File: config.mk
export PLATFORM = sky130hd
export DESIGN_NAME = tile_wipe_transition
export DESIGN_NICKNAME = d
export VERILOG_FILES = /design/src/hdl/twt_pkg.sv /design/src/hdl/twt_queue.sv /design/src/hdl/twt_front.sv /design/src/hdl/twt_back.sv /design/src/hdl/tile_wipe_transition.sv
export SDC_FILE = /design/constraint.sdc
export NUM_CORES = 1
export LEC_CHECK = 0
export BUFFER_PORTS_ARGS = -buffer_cell sky130_fd_sc_hd__clkbuf_2
export CORE_ASPECT_RATIO = 0.75
export CORE_MARGIN = 4
export CORE_UTILIZATION = 35
export DETAILED_ROUTE_END_ITERATION = 10
export PLACE_DENSITY = 0.51
export SYNTH_ARGS = -nofsm -noshare
export SYNTH_HDL_FRONTEND = slang
export SYNTH_SLANG_ARGS = --single-unit
export TNS_END_PERCENT = 20
File: constraint.sdc
create_clock -name clk -period 12.65 [get_ports clk]
set_input_delay 1.265 -clock clk [delete_from_list [all_inputs] [get_ports clk]]
set_output_delay 1.265 -clock clk [all_outputs]
set_load 0.02 [all_outputs]
File: src/hdl/twt_pkg.sv
// Shared types, codes and helpers for the tile wipe transition block.
// No dependencies; used by every module of the block.
`timescale 1ns / 1ps

package twt_pkg;

  localparam int FADE_FRAMES_DEF = 16;
  localparam int QUEUE_DEPTH_DEF = 4;

  localparam logic [1:0] KIND_START = 2'd0;
  localparam logic [1:0] KIND_TICK  = 2'd1;
  localparam logic [1:0] KIND_QUERY = 2'd2;

  localparam logic [1:0] MODE_IDLE = 2'd0;
  localparam logic [1:0] MODE_IN   = 2'd1;
  localparam logic [1:0] MODE_OUT  = 2'd2;

  localparam logic [2:0] DIR_LEFT    = 3'd0;
  localparam logic [2:0] DIR_UP      = 3'd1;
  localparam logic [2:0] DIR_RIGHT   = 3'd2;
  localparam logic [2:0] DIR_DOWN    = 3'd3;
  localparam logic [2:0] DIR_DIAMOND = 3'd4;

  localparam logic [0:0] REG_WIDTH  = 1'd0;
  localparam logic [0:0] REG_HEIGHT = 1'd1;

  // classified word handed from front to back, with status after the word
  typedef struct packed {
    logic [1:0] kind;
    logic [8:0] tile_x;
    logic [8:0] tile_y;
    logic [1:0] mode;
    logic [2:0] dir;
    logic [8:0] tick;
    logic       full;
  } entry_t;

  // larger screen dimension in whole tiles
  function automatic logic [7:0] max_tiles(input logic [11:0] sw, input logic [11:0] sh);
    logic [11:0] m;
    m = (sw > sh) ? sw : sh;
    return m[11:4];
  endfunction

endpackage

File: src/hdl/twt_queue.sv
// Small word queue between front and back of the tile wipe block.
// Depends on twt_pkg (entry_t).
`timescale 1ns / 1ps

module twt_queue #(
  parameter int DEPTH = twt_pkg::QUEUE_DEPTH_DEF
) (
  input  logic                       clk,
  input  logic                       rst_n,
  input  logic                       push,
  input  twt_pkg::entry_t            push_data,
  input  logic                       pop,
  output twt_pkg::entry_t            head,
  output logic                       empty,
  output logic                       full,
  output logic [$clog2(DEPTH+1)-1:0] count
);

  localparam int PW = (DEPTH > 1) ? $clog2(DEPTH) : 1;
  localparam int CW = $clog2(DEPTH + 1);

  twt_pkg::entry_t mem_r [DEPTH];
  logic [PW-1:0] wr_ptr_r, wr_ptr_nxt;
  logic [PW-1:0] rd_ptr_r, rd_ptr_nxt;
  logic [CW-1:0] count_r, count_nxt;

  assign head  = mem_r[rd_ptr_r];
  assign empty = (count_r == '0);
  assign full  = (count_r == CW'(DEPTH));
  assign count = count_r;

  always_comb begin
    wr_ptr_nxt = wr_ptr_r;
    rd_ptr_nxt = rd_ptr_r;
    count_nxt  = count_r;
    if (push) begin
      wr_ptr_nxt = (wr_ptr_r == PW'(DEPTH - 1)) ? '0 : wr_ptr_r + PW'(1);
    end
    if (pop) begin
      rd_ptr_nxt = (rd_ptr_r == PW'(DEPTH - 1)) ? '0 : rd_ptr_r + PW'(1);
    end
    case ({push, pop})
      2'b10:   count_nxt = count_r + CW'(1);
      2'b01:   count_nxt = count_r - CW'(1);
      default: count_nxt = count_r;
    endcase
  end

  always_ff @(posedge clk) begin
    if (!rst_n) begin
      wr_ptr_r <= '0;
      rd_ptr_r <= '0;
      count_r  <= '0;
    end else begin
      wr_ptr_r <= wr_ptr_nxt;
      rd_ptr_r <= rd_ptr_nxt;
      count_r  <= count_nxt;
    end
  end

  always_ff @(posedge clk) begin
    if (push) begin
      mem_r[wr_ptr_r] <= push_data;
    end
  end

endmodule

File: src/hdl/twt_front.sv
// Front of the tile wipe block: accepts words, updates the fade state and
// classifies each word into a queue entry. Depends on twt_pkg.
`timescale 1ns / 1ps

module twt_front #(
  parameter int FADE_FRAMES = twt_pkg::FADE_FRAMES_DEF
) (
  input  logic            clk,
  input  logic            rst_n,
  input  logic [11:0]     screen_width,
  input  logic [11:0]     screen_height,
  input  logic            in_valid,
  output logic            in_ready,
  input  logic [1:0]      in_kind,
  input  logic [1:0]      in_start_mode,
  input  logic [2:0]      in_start_dir,
  input  logic [8:0]      in_tile_x,
  input  logic [8:0]      in_tile_y,
  input  logic            q_full,
  output logic            push,
  output twt_pkg::entry_t push_data
);

  logic [1:0] mode_r, mode_nxt;
  logic [2:0] dir_r, dir_nxt;
  logic [8:0] tick_r, tick_nxt;
  logic       mask_r, mask_nxt;
  logic [8:0] tick_inc;
  logic [9:0] frames;

  assign in_ready = !q_full;
  assign push     = in_valid && in_ready;
  assign tick_inc = tick_r + 9'd1;
  assign frames   = {2'b00, twt_pkg::max_tiles(screen_width, screen_height)}
                  + 10'(FADE_FRAMES);

  always_comb begin
    mode_nxt = mode_r;
    dir_nxt  = dir_r;
    tick_nxt = tick_r;
    mask_nxt = mask_r;
    case (in_kind)
      twt_pkg::KIND_START: begin
        if (in_start_mode == twt_pkg::MODE_IN || in_start_mode == twt_pkg::MODE_OUT) begin
          mode_nxt = in_start_mode;
          dir_nxt  = in_start_dir;
          tick_nxt = '0;
          mask_nxt = 1'b0;
        end
      end
      twt_pkg::KIND_TICK: begin
        if (mode_r != twt_pkg::MODE_IDLE) begin
          mask_nxt = 1'b0;
          tick_nxt = tick_inc;
          if ({1'b0, tick_inc} > frames) begin
            mask_nxt = (mode_r == twt_pkg::MODE_OUT);
            mode_nxt = twt_pkg::MODE_IDLE;
          end
        end
      end
      default: ;
    endcase
  end

  always_comb begin
    push_data.kind   = in_kind;
    push_data.tile_x = in_tile_x;
    push_data.tile_y = in_tile_y;
    push_data.mode   = mode_nxt;
    push_data.dir    = dir_nxt;
    push_data.tick   = tick_nxt;
    push_data.full   = mask_nxt;
  end

  always_ff @(posedge clk) begin
    if (!rst_n) begin
      mode_r <= twt_pkg::MODE_IDLE;
      dir_r  <= '0;
      tick_r <= '0;
      mask_r <= 1'b0;
    end else if (push) begin
      mode_r <= mode_nxt;
      dir_r  <= dir_nxt;
      tick_r <= tick_nxt;
      mask_r <= mask_nxt;
    end
  end

endmodule

File: src/hdl/twt_back.sv
// Back of the tile wipe block: works out overlay frame and draw position
// for the queue head and holds the result word. Depends on twt_pkg.
`timescale 1ns / 1ps

module twt_back #(
  parameter int FADE_FRAMES = twt_pkg::FADE_FRAMES_DEF
) (
  input  logic               clk,
  input  logic               rst_n,
  input  logic [11:0]        screen_width,
  input  logic [11:0]        screen_height,
  input  logic               q_empty,
  input  twt_pkg::entry_t    head,
  output logic               pop,
  output logic               out_valid,
  input  logic               out_ready,
  output logic               out_tile_drawn,
  output logic [3:0]         out_tile_frame,
  output logic signed [13:0] out_draw_x,
  output logic signed [13:0] out_draw_y,
  output logic               out_mask_full,
  output logic               out_fade_active
);

  localparam int FLIM_I = (FADE_FRAMES - 1 < 15) ? FADE_FRAMES - 1 : 15;
  localparam logic signed [11:0] F_S  = 12'(FADE_FRAMES);
  localparam logic signed [11:0] FLIM = 12'(FLIM_I);

  logic               valid_r;
  logic               drawn_r;
  logic [3:0]         frame_r;
  logic signed [13:0] dx_r, dy_r;
  logic               full_r, active_r;

  logic [8:0]         w_u, h_u;
  logic [6:0]         cx, cy;
  logic [8:0]         adx, ady;
  logic signed [11:0] x_s, y_s, w_s, h_s, c_s, d_s, frames_s, r_s, f, f_cl;
  logic               in_grid, drawn;
  logic [3:0]         frame_w;
  logic signed [13:0] dx_w, dy_w;

  assign pop = !q_empty && (!valid_r || out_ready);

  always_comb begin
    w_u      = {1'b0, screen_width[11:4]} + 9'd1;
    h_u      = {1'b0, screen_height[11:4]} + 9'd1;
    cx       = screen_width[11:5];
    cy       = screen_height[11:5];
    adx      = (head.tile_x > {2'b00, cx}) ? head.tile_x - {2'b00, cx}
                                           : {2'b00, cx} - head.tile_x;
    ady      = (head.tile_y > {2'b00, cy}) ? head.tile_y - {2'b00, cy}
                                           : {2'b00, cy} - head.tile_y;
    x_s      = $signed({3'b000, head.tile_x});
    y_s      = $signed({3'b000, head.tile_y});
    w_s      = $signed({3'b000, w_u});
    h_s      = $signed({3'b000, h_u});
    c_s      = $signed({3'b000, head.tick});
    d_s      = $signed({2'b00, {1'b0, adx} + {1'b0, ady}});
    frames_s = $signed({4'b0000, twt_pkg::max_tiles(screen_width, screen_height)}) + F_S;
    r_s      = frames_s - c_s;
    in_grid  = (head.tile_x < w_u) && (head.tile_y < h_u);
    f        = '0;
    if (head.kind == twt_pkg::KIND_QUERY && !head.full && in_grid) begin
      if (head.mode == twt_pkg::MODE_IN) begin
        case (head.dir)
          twt_pkg::DIR_LEFT:    f = r_s - x_s;
          twt_pkg::DIR_UP:      f = r_s - y_s;
          twt_pkg::DIR_RIGHT:   f = x_s - (w_s - r_s);
          twt_pkg::DIR_DOWN:    f = y_s - (h_s - r_s);
          twt_pkg::DIR_DIAMOND: f = F_S - (c_s - d_s);
          default:              f = '0;
        endcase
      end else if (head.mode == twt_pkg::MODE_OUT) begin
        case (head.dir)
          twt_pkg::DIR_LEFT:    f = x_s - (w_s - c_s);
          twt_pkg::DIR_UP:      f = y_s - (h_s - c_s);
          twt_pkg::DIR_RIGHT:   f = c_s - x_s;
          twt_pkg::DIR_DOWN:    f = c_s - y_s;
          twt_pkg::DIR_DIAMOND: f = F_S - (r_s - d_s);
          default:              f = '0;
        endcase
      end
    end
    drawn   = (f > 12'sd0);
    f_cl    = (f > FLIM) ? FLIM : f;
    frame_w = drawn ? f_cl[3:0] : 4'd0;
    // w*16 - width reduces to 16 - (width mod 16)
    dx_w    = drawn ? $signed({1'b0, head.tile_x, 4'b0000} - 14'd16
                              + {10'd0, screen_width[3:0]}) : 14'sd0;
    dy_w    = drawn ? $signed({1'b0, head.tile_y, 4'b0000} - 14'd16
                              + {10'd0, screen_height[3:0]}) : 14'sd0;
  end

  always_ff @(posedge clk) begin
    if (!rst_n) begin
      valid_r <= 1'b0;
    end else if (pop) begin
      valid_r <= 1'b1;
    end else if (out_ready) begin
      valid_r <= 1'b0;
    end
  end

  always_ff @(posedge clk) begin
    if (pop) begin
      drawn_r  <= drawn;
      frame_r  <= frame_w;
      dx_r     <= dx_w;
      dy_r     <= dy_w;
      full_r   <= head.full;
      active_r <= (head.mode != twt_pkg::MODE_IDLE);
    end
  end

  assign out_valid       = valid_r;
  assign out_tile_drawn  = drawn_r;
  assign out_tile_frame  = frame_r;
  assign out_draw_x      = dx_r;
  assign out_draw_y      = dy_r;
  assign out_mask_full   = full_r;
  assign out_fade_active = active_r;

endmodule

File: src/hdl/tile_wipe_transition.sv
// Tile wipe transition top level: config registers, front, queue, back.
// An accepted word is queued, then popped into the back's result word for out_valid.
// Throughput: one word per cycle unless out_ready stalls; in_ready drops only on a full queue.
// Reset (synchronous, rst_n low): fade idle, tick and mask clear, out_valid low, queue empty,
// screen size 320 x 240. Depends on twt_pkg, twt_front, twt_queue, twt_back.
`timescale 1ns / 1ps

module tile_wipe_transition #(
  parameter int FADE_FRAMES = twt_pkg::FADE_FRAMES_DEF,
  parameter int QUEUE_DEPTH = twt_pkg::QUEUE_DEPTH_DEF
) (
  input  logic               clk,
  input  logic               rst_n,
  input  logic               cfg_we,
  input  logic [0:0]         cfg_addr,
  input  logic [11:0]        cfg_wdata,
  input  logic               in_valid,
  output logic               in_ready,
  input  logic [1:0]         in_kind,
  input  logic [1:0]         in_start_mode,
  input  logic [2:0]         in_start_dir,
  input  logic [8:0]         in_tile_x,
  input  logic [8:0]         in_tile_y,
  output logic               out_valid,
  input  logic               out_ready,
  output logic               out_tile_drawn,
  output logic [3:0]         out_tile_frame,
  output logic signed [13:0] out_draw_x,
  output logic signed [13:0] out_draw_y,
  output logic               out_mask_full,
  output logic               out_fade_active
);

  localparam int CW = $clog2(QUEUE_DEPTH + 1);

  logic [11:0]     width_r, height_r;
  logic            q_full, q_empty, push, pop;
  logic [CW-1:0]   q_count;
  twt_pkg::entry_t push_data, head;

  always_ff @(posedge clk) begin
    if (!rst_n) begin
      width_r  <= 12'd320;
      height_r <= 12'd240;
    end else if (cfg_we) begin
      case (cfg_addr)
        twt_pkg::REG_WIDTH:  width_r  <= cfg_wdata;
        twt_pkg::REG_HEIGHT: height_r <= cfg_wdata;
        default: ;
      endcase
    end
  end

  twt_front #(.FADE_FRAMES(FADE_FRAMES)) u_front (
    .clk           (clk),
    .rst_n         (rst_n),
    .screen_width  (width_r),
    .screen_height (height_r),
    .in_valid      (in_valid),
    .in_ready      (in_ready),
    .in_kind       (in_kind),
    .in_start_mode (in_start_mode),
    .in_start_dir  (in_start_dir),
    .in_tile_x     (in_tile_x),
    .in_tile_y     (in_tile_y),
    .q_full        (q_full),
    .push          (push),
    .push_data     (push_data)
  );

  twt_queue #(.DEPTH(QUEUE_DEPTH)) u_queue (
    .clk       (clk),
    .rst_n     (rst_n),
    .push      (push),
    .push_data (push_data),
    .pop       (pop),
    .head      (head),
    .empty     (q_empty),
    .full      (q_full),
    .count     (q_count)
  );

  twt_back #(.FADE_FRAMES(FADE_FRAMES)) u_back (
    .clk             (clk),
    .rst_n           (rst_n),
    .screen_width    (width_r),
    .screen_height   (height_r),
    .q_empty         (q_empty),
    .head            (head),
    .pop             (pop),
    .out_valid       (out_valid),
    .out_ready       (out_ready),
    .out_tile_drawn  (out_tile_drawn),
    .out_tile_frame  (out_tile_frame),
    .out_draw_x      (out_draw_x),
    .out_draw_y      (out_draw_y),
    .out_mask_full   (out_mask_full),
    .out_fade_active (out_fade_active)
  );

  a_queue_bound: assert property (@(posedge clk) disable iff (!rst_n)
    q_count <= CW'(QUEUE_DEPTH))
    else $error("queue count above depth");

  a_no_push_full: assert property (@(posedge clk) disable iff (!rst_n)
    (q_count == CW'(QUEUE_DEPTH)) |-> !in_ready)
    else $error("ready while queue full");

  a_drawn_frame: assert property (@(posedge clk) disable iff (!rst_n)
    (out_valid && out_tile_drawn) |-> (out_tile_frame != 4'd0))
    else $error("drawn tile with frame zero");

  a_mask_idle: assert property (@(posedge clk) disable iff (!rst_n)
    out_valid |-> !(out_mask_full && out_fade_active))
    else $error("full cover reported during a fade");

endmodule

==> impl_metrics.ini, run 1 <==
[outcome]
status = finished, final reports clean

[placed_design]
finalWeightedCongestion = 0.953
dpl.hpwl_mm = 50.2
placed_cells = 2650
io_buffer_count = 79

[setup_path]
cp.arrival_ns = 10.22
regToRegEndpoint = u_back.out_draw_y[13]
reg2reg_slack_ns = 2.70
r2r_cells = 31
crit_type = flop to flop
cp_data_required_time_ns = 12.92
crit_path_end_kind = flop
startpoint_type = flop
max_stage_delay_ns = 0.83
cp_max_fo = 29
slowest_stage = a211oi_2
timing.critical_path.buf_inv = 2
critPathTopFamily = compound AO/OA/AOI/OAI gates

[grt]
grt_pass1_wl_mm = 95.2
first_global_vias = 14787
grt_max_degree = 48
grt_usage = 0.221
antenna_found_initial = 0
grt-ovfl-total = 0

[timing]
setup_viol = 0
hold_viol_final = 0
finClkSkew_ns = 0.0210
grt_setup_unrepaired = no
fin_crit_sh = 0.787
fin_crit_ns = 9.95
setup_tns_ns = 0
finalMaxSlewViolations = 0
tightest_slew_ns = 1.07
relSlewSlack = 0.286
clock.fmax_ghz = 0.100

[floorplan]
ios = 80
start_util = 0.357
die_area_sq_um = 56800
row_count = 72
die_h_um = 207
core_area_sq_um = 52000
die_x_um = 274

[yosys]
syn_inst = 1902
async_reset_ff_frac = 0
yosysTopAreaCell = edfxtp_1
ys_types = 88
ys_warn_count = 0
synth-seq-cells = 224
yosysSeqAreaShare = 0.336
synth.cell_area_sq_um = 18500
ys.flop_type = edfxtp_1
synth-edff-count = 175
synth.avg_cell_area_sq_um = 9.75
syn_nets = 2184
yosys.area.top_type_share = 0.283
ys_top_cells_by_area = edfxtp_1, ha_1, dfxtp_1

[cts]
cts_sinks = 224
insertion_delay_ns = 0.54
postCtsSetupRepairBufs = 0
h-tree-depth = 1
cts.repair.resized = 0
numCtsBuffers = 24
root_buffer = clkbuf_16
path_clk_slew_ns = 0.06
clk_path_buf_depth = 3
cts_tree = done
holdBufCountCts = 0

[cells_and_area]
area_growth_pct = 10.9
nFillCells = 5175
drive_gt1_frac = 0.105
n_antenna_cell = 0
final_net_count = 2255
post-route-util = 0.396
final_cells = 2693

[run]
maxCapViolations = 0

[detailed_routing]
num_vias = 15335
detail_route.wl_per_cell_um = 23.9
drt-initial-drc-count = 1593
wl_mm = 64.2
viasPerCell = 5.69
firstDrtPassIters = 7
postRouteAntennaNets = 0
drc = 0

[hold_path]
hold_end = width_r[0]
min_from = width_r[0]
worstHoldPathCells = 2
hp-class = flop to flop
==> cells in the final DEF, fill, tap and decap left out, types with 27 or more instances in the layout <==
cell and n:
nand2_1 148, o21a_1 27, inv_1 179, clkbuf_2 79, a21o_1 41, a21boi_0 38
nand2b_1 30, nor3_1 40, fa_1 34, nand3_1 37, a21oi_1 107, xor2_1 45
nor2b_1 38, ha_1 205, o21ai_0 83, mux2i_1 30, dfxtp_1 47, xnor2_1 78
mux4_2 32, nor2_1 124, edfxtp_1 175
==> Yosys cell counts, types with 27 or more instances <==
master      n
a21boi_0   38
a21o_1     41
a21oi_1   108
dfxtp_1    49
edfxtp_1  175
fa_1       34
ha_1      205
inv_1     179
mux2i_1    30
mux4_2     32
nand2_1   148
nand2b_1   30
nand3_1    37
nor2_1    124
nor2b_1    38
nor3_1     40
o21a_1     27
o21ai_0    83
xnor2_1    78
xor2_1     45
==> metal layers <==
layer	global-route usage	part of all wire	vias up
met5	0	0	-
met4	0.0432	0.023	0
met3	0.0437	0.076	89
met2	0.329	0.42	536
met1	0.333	0.48	7572
li1	-	-	7138
==> area by class of cell <==
type | count | area (sq um) | share of cell area
Tap cell | 703 | 880 | 0.0428
Clock inverter | 16 | 243 | 0.0118
Inverter | 186 | 698 | 0.0339
Clock buffer | 27 | 612 | 0.0297
Multi-Input combinational cell | 1448 | 11400 | 0.556
Timing Repair Buffer | 89 | 470 | 0.0229
Sequential cell | 224 | 6240 | 0.303
==> cell families after synthesis <==
logic type	share of synthesized area
AOI/OAI and AO/OA	0.179
xor gates and xnor gates	0.0596
adders and majority gates	0.177
buffers and inverters	0.0486
DFF	0.336
muxes	0.0648
and+or+nand+nor	0.135
==> worst max-delay path by stage <==
stage	start	endpoint	slack [ns]	cells after the start
3_5_place_dp	flop	u_back.out_draw_y[13]	2.94	31
6_report	flop	u_back.out_draw_y[13]	2.70	31
4_1_cts	flop	u_back.out_draw_y[13]	2.87	31
2_1_floorplan	flop	u_back.out_draw_y[7]	3.87	37
3_3_place_gp	flop	u_back.out_draw_y[13]	2.91	31
5_1_grt	flop	u_back.out_draw_y[6]	2.22	31
==> sequential cells by signal (all words and copies together), names as in the netlist, 2 cells and up, named ones only <==
signal,count
u_front.dir_r,3
u_back.out_draw_y,14
u_queue.wr_ptr_r,2
u_queue.mem_r,140
u_queue.rd_ptr_r,2
width_r,12
height_r,12
u_queue.count,3
u_back.out_draw_x,14
u_front.mode_r,2
u_front.tick_r,9
u_back.out_tile_frame,4
==> worst register-to-register path: cells and delay by family, from the launching register on <==
family / cells / cell delay [ns]
adders and majority gates: 4 / 1.56
xor gates and xnor gates: 1 / 0.38
muxes: 2 / 1.27
buffers and inverters: 2 / 0.56
DFF: 1 / 0.79
and+or+nand+nor: 6 / 1.27
AOI/OAI and AO/OA: 16 / 3.88
==> metrics by stage <==
step           worst slack [ns]  instance area (sq um)  hold slack, ns
5_1_grt                    2.22                  20600           0.491
3_5_place_dp               2.94                  19700           0.466
3_3_place_gp               2.91                  19700           0.462
2_1_floorplan              3.87                  18500           0.443
4_1_cts                    2.87                  20600           0.475
6_report                   2.70                  20600           0.471
Power of run 1 is left out: the tool's default activity adds up to more than one toggle a clock period on the data nets, which glitch-free logic cannot reach.
==> run 2: changes to the inputs <==
--- a/config.mk
+++ b/config.mk
@@ -10,7 +10,7 @@
 export CORE_MARGIN = 4
 export CORE_UTILIZATION = 35
 export DETAILED_ROUTE_END_ITERATION = 10
-export PLACE_DENSITY = 0.51
+export PLACE_DENSITY = 0.53
 export SYNTH_ARGS = -nofsm -noshare
 export SYNTH_HDL_FRONTEND = slang
 export SYNTH_SLANG_ARGS = --single-unit
==> constraint.sdc (replaced) <==
create_clock -name clk -period 8.6 [get_ports clk]
set_input_delay 0.86 -clock clk [delete_from_list [all_inputs] [get_ports clk]]
set_output_delay 0.86 -clock clk [all_outputs]
set_load 0.02 [all_outputs]
==> run 2 against run 1 <==
  * Critical path depth up 2
  * Register-to-register slack worse by 2.4 ns
  * Critical path type unchanged
  * Worst hold slack worse by 0.0056 ns
  * Highest routed layer is now met5
  * Sequential cell count unchanged
  * Core utilization up 1.2 points
  * Global-route usage down 0.17 points
  * Maximum frequency up 20%
==> impl_metrics.ini, run 2 (synthesis results as in run 1) <==
[floorplan]
die_x_um = 274
start_util = 0.357
die_h_um = 207
core_area_sq_um = 52000
ios = 80
row_count = 72
die_area_sq_um = 56800

[cells_and_area]
final_cells = 2769
n_antenna_cell = 0
top_register = u_queue.mem_r
area_growth_pct = 14.1
final_cell_mix = ha_1, inv_1, edfxtp_1
final_net_count = 2332
largest_reg_flops = 140
drive_gt1_frac = 0.147
layout_commonest_cell = ha_1

[setup_path]
r2r_cells = 33
startpoint_type = flop
max_stage_delay_ns = 0.54
regToRegEndpoint = u_back.out_draw_x[9]
cp_data_required_time_ns = 8.88
crit_path_end_kind = flop
critPathTopFamily = compound AO/OA/AOI/OAI gates
reg2reg_slack_ns = 0.29
timing.critical_path.buf_inv = 6
cp.arrival_ns = 8.59
slowest_stage = fa_1
worstReg2RegStart = height_r[5]
crit_type = flop to flop
worst-path-stages = 33
cp_max_fo = 29

[grt]
grt_pass1_wl_mm = 94.3
grt_usage = 0.219
grt-ovfl-total = 0
grt_max_degree = 39
antenna_found_initial = 3
first_global_vias = 14615

[detailed_routing]
postRouteAntennaNets = 0
wl_mm = 64.1
firstDrtPassIters = 5
detail_route.wl_per_cell_um = 23.2
viasPerCell = 5.63
drt-initial-drc-count = 1515
num_vias = 15588
drc = 0

[placed_design]
post-place-ws_ns = -0.437
io_buffer_count = 79
placed_cells = 2720
dpl.hpwl_mm = 51.4
finalWeightedCongestion = 1.01

[timing]
finClkSkew_ns = 0.0118
clock.fmax_ghz = 0.120
finalMaxSlewViolations = 0
worst_slack_ns = 0.286
fin_crit_sh = 0.967
tightest_slew_ns = 1.10
fin_crit_ns = 8.31
hold_viol_final = 0
setup_viol = 0
relSlewSlack = 0.266

[hold_path]
hold_end = height_r[3]
hp-class = flop to flop
min_from = height_r[3]
worstHoldPathCells = 2

[cts]
cts_sinks = 224
cts_tree = done
clk_path_buf_depth = 3
path_clk_slew_ns = 0.06
numCtsBuffers = 23
h-tree-depth = 1
insertion_delay_ns = 0.54
root_buffer = clkbuf_16

[run]
maxCapViolations = 0

[outcome]
status = finished, final reports clean
run 2: cell count changes in the layout (fill, tap and decap cells not counted), moves of 3 or more:
| cell | change |
|---|---|
| bufinv_16 | -3 |
| inv_6 | -3 |
| clkinv_2 | +4 |
| clkinv_4 | +4 |
| buf_4 | +76 |
run 2: per-layer routing:
metal  vias up  global-route usage  part of all wire
met5         -                   0           0.00017
met4         2              0.0248             0.012
met3        57              0.0556             0.097
met2       633               0.314              0.41
met1      7623               0.340              0.48
li1       7273                   -                 -
run 2: repair_timing:
item,CTS,global route
gates resized for setup,7,17
setup buffers,0,8
pin swaps,0,5
endpoints found under the hold margin,0,0
cloned,0,0
endpoints found under the setup margin,33,33
hold buffers,0,0
run 2: worst max-delay path by stage:
| stage | slack [ns] | startpoint | endpoint |
|---|---|---|---|
| 6_report | 0.29 | height_r[5] | u_back.out_draw_x[9] |
| 5_1_grt | -0.04 | flop | u_back.out_draw_y[9] |
| 4_1_cts | 0.05 | flop | u_back.out_draw_x[9] |
| 3_5_place_dp | -0.44 | height_r[6] | u_back.out_draw_x[9] |
| 3_3_place_gp | -0.48 | height_r[6] | u_back.out_draw_y[13] |
| 2_1_floorplan | 0.08 | flop | u_back.out_draw_y[7] |
run 2: cell type report:
cell class	count	area, sq um
Fill cell	5122	30800
Multi-Input combinational cell	1448	11500
Sequential cell	224	6240
Timing Repair Buffer	167	1070
Tap cell	703	880
Inverter	186	698
Clock buffer	24	579
Clock inverter	17	184
run 2: worst min-delay path, stage by stage, from the launching register on:
cell      delay, ns
dfxtp_1        0.31
nand2_1        0.05
a21boi_0       0.06
run 2: stage by stage:
stage	TNS, ns	instance area (sq um)	utilization	hold WS (ns)
4_1_cts	0	21000	0.405	0.470
5_1_grt	-0.304	21200	0.407	0.502
3_3_place_gp	-13.70	20200	0.390	0.453
2_1_floorplan	0	18500	-	0.443
6_report	0	21200	0.407	0.465
3_5_place_dp	-11.74	20200	0.390	0.461
Power of run 2 is left out for the same reason.
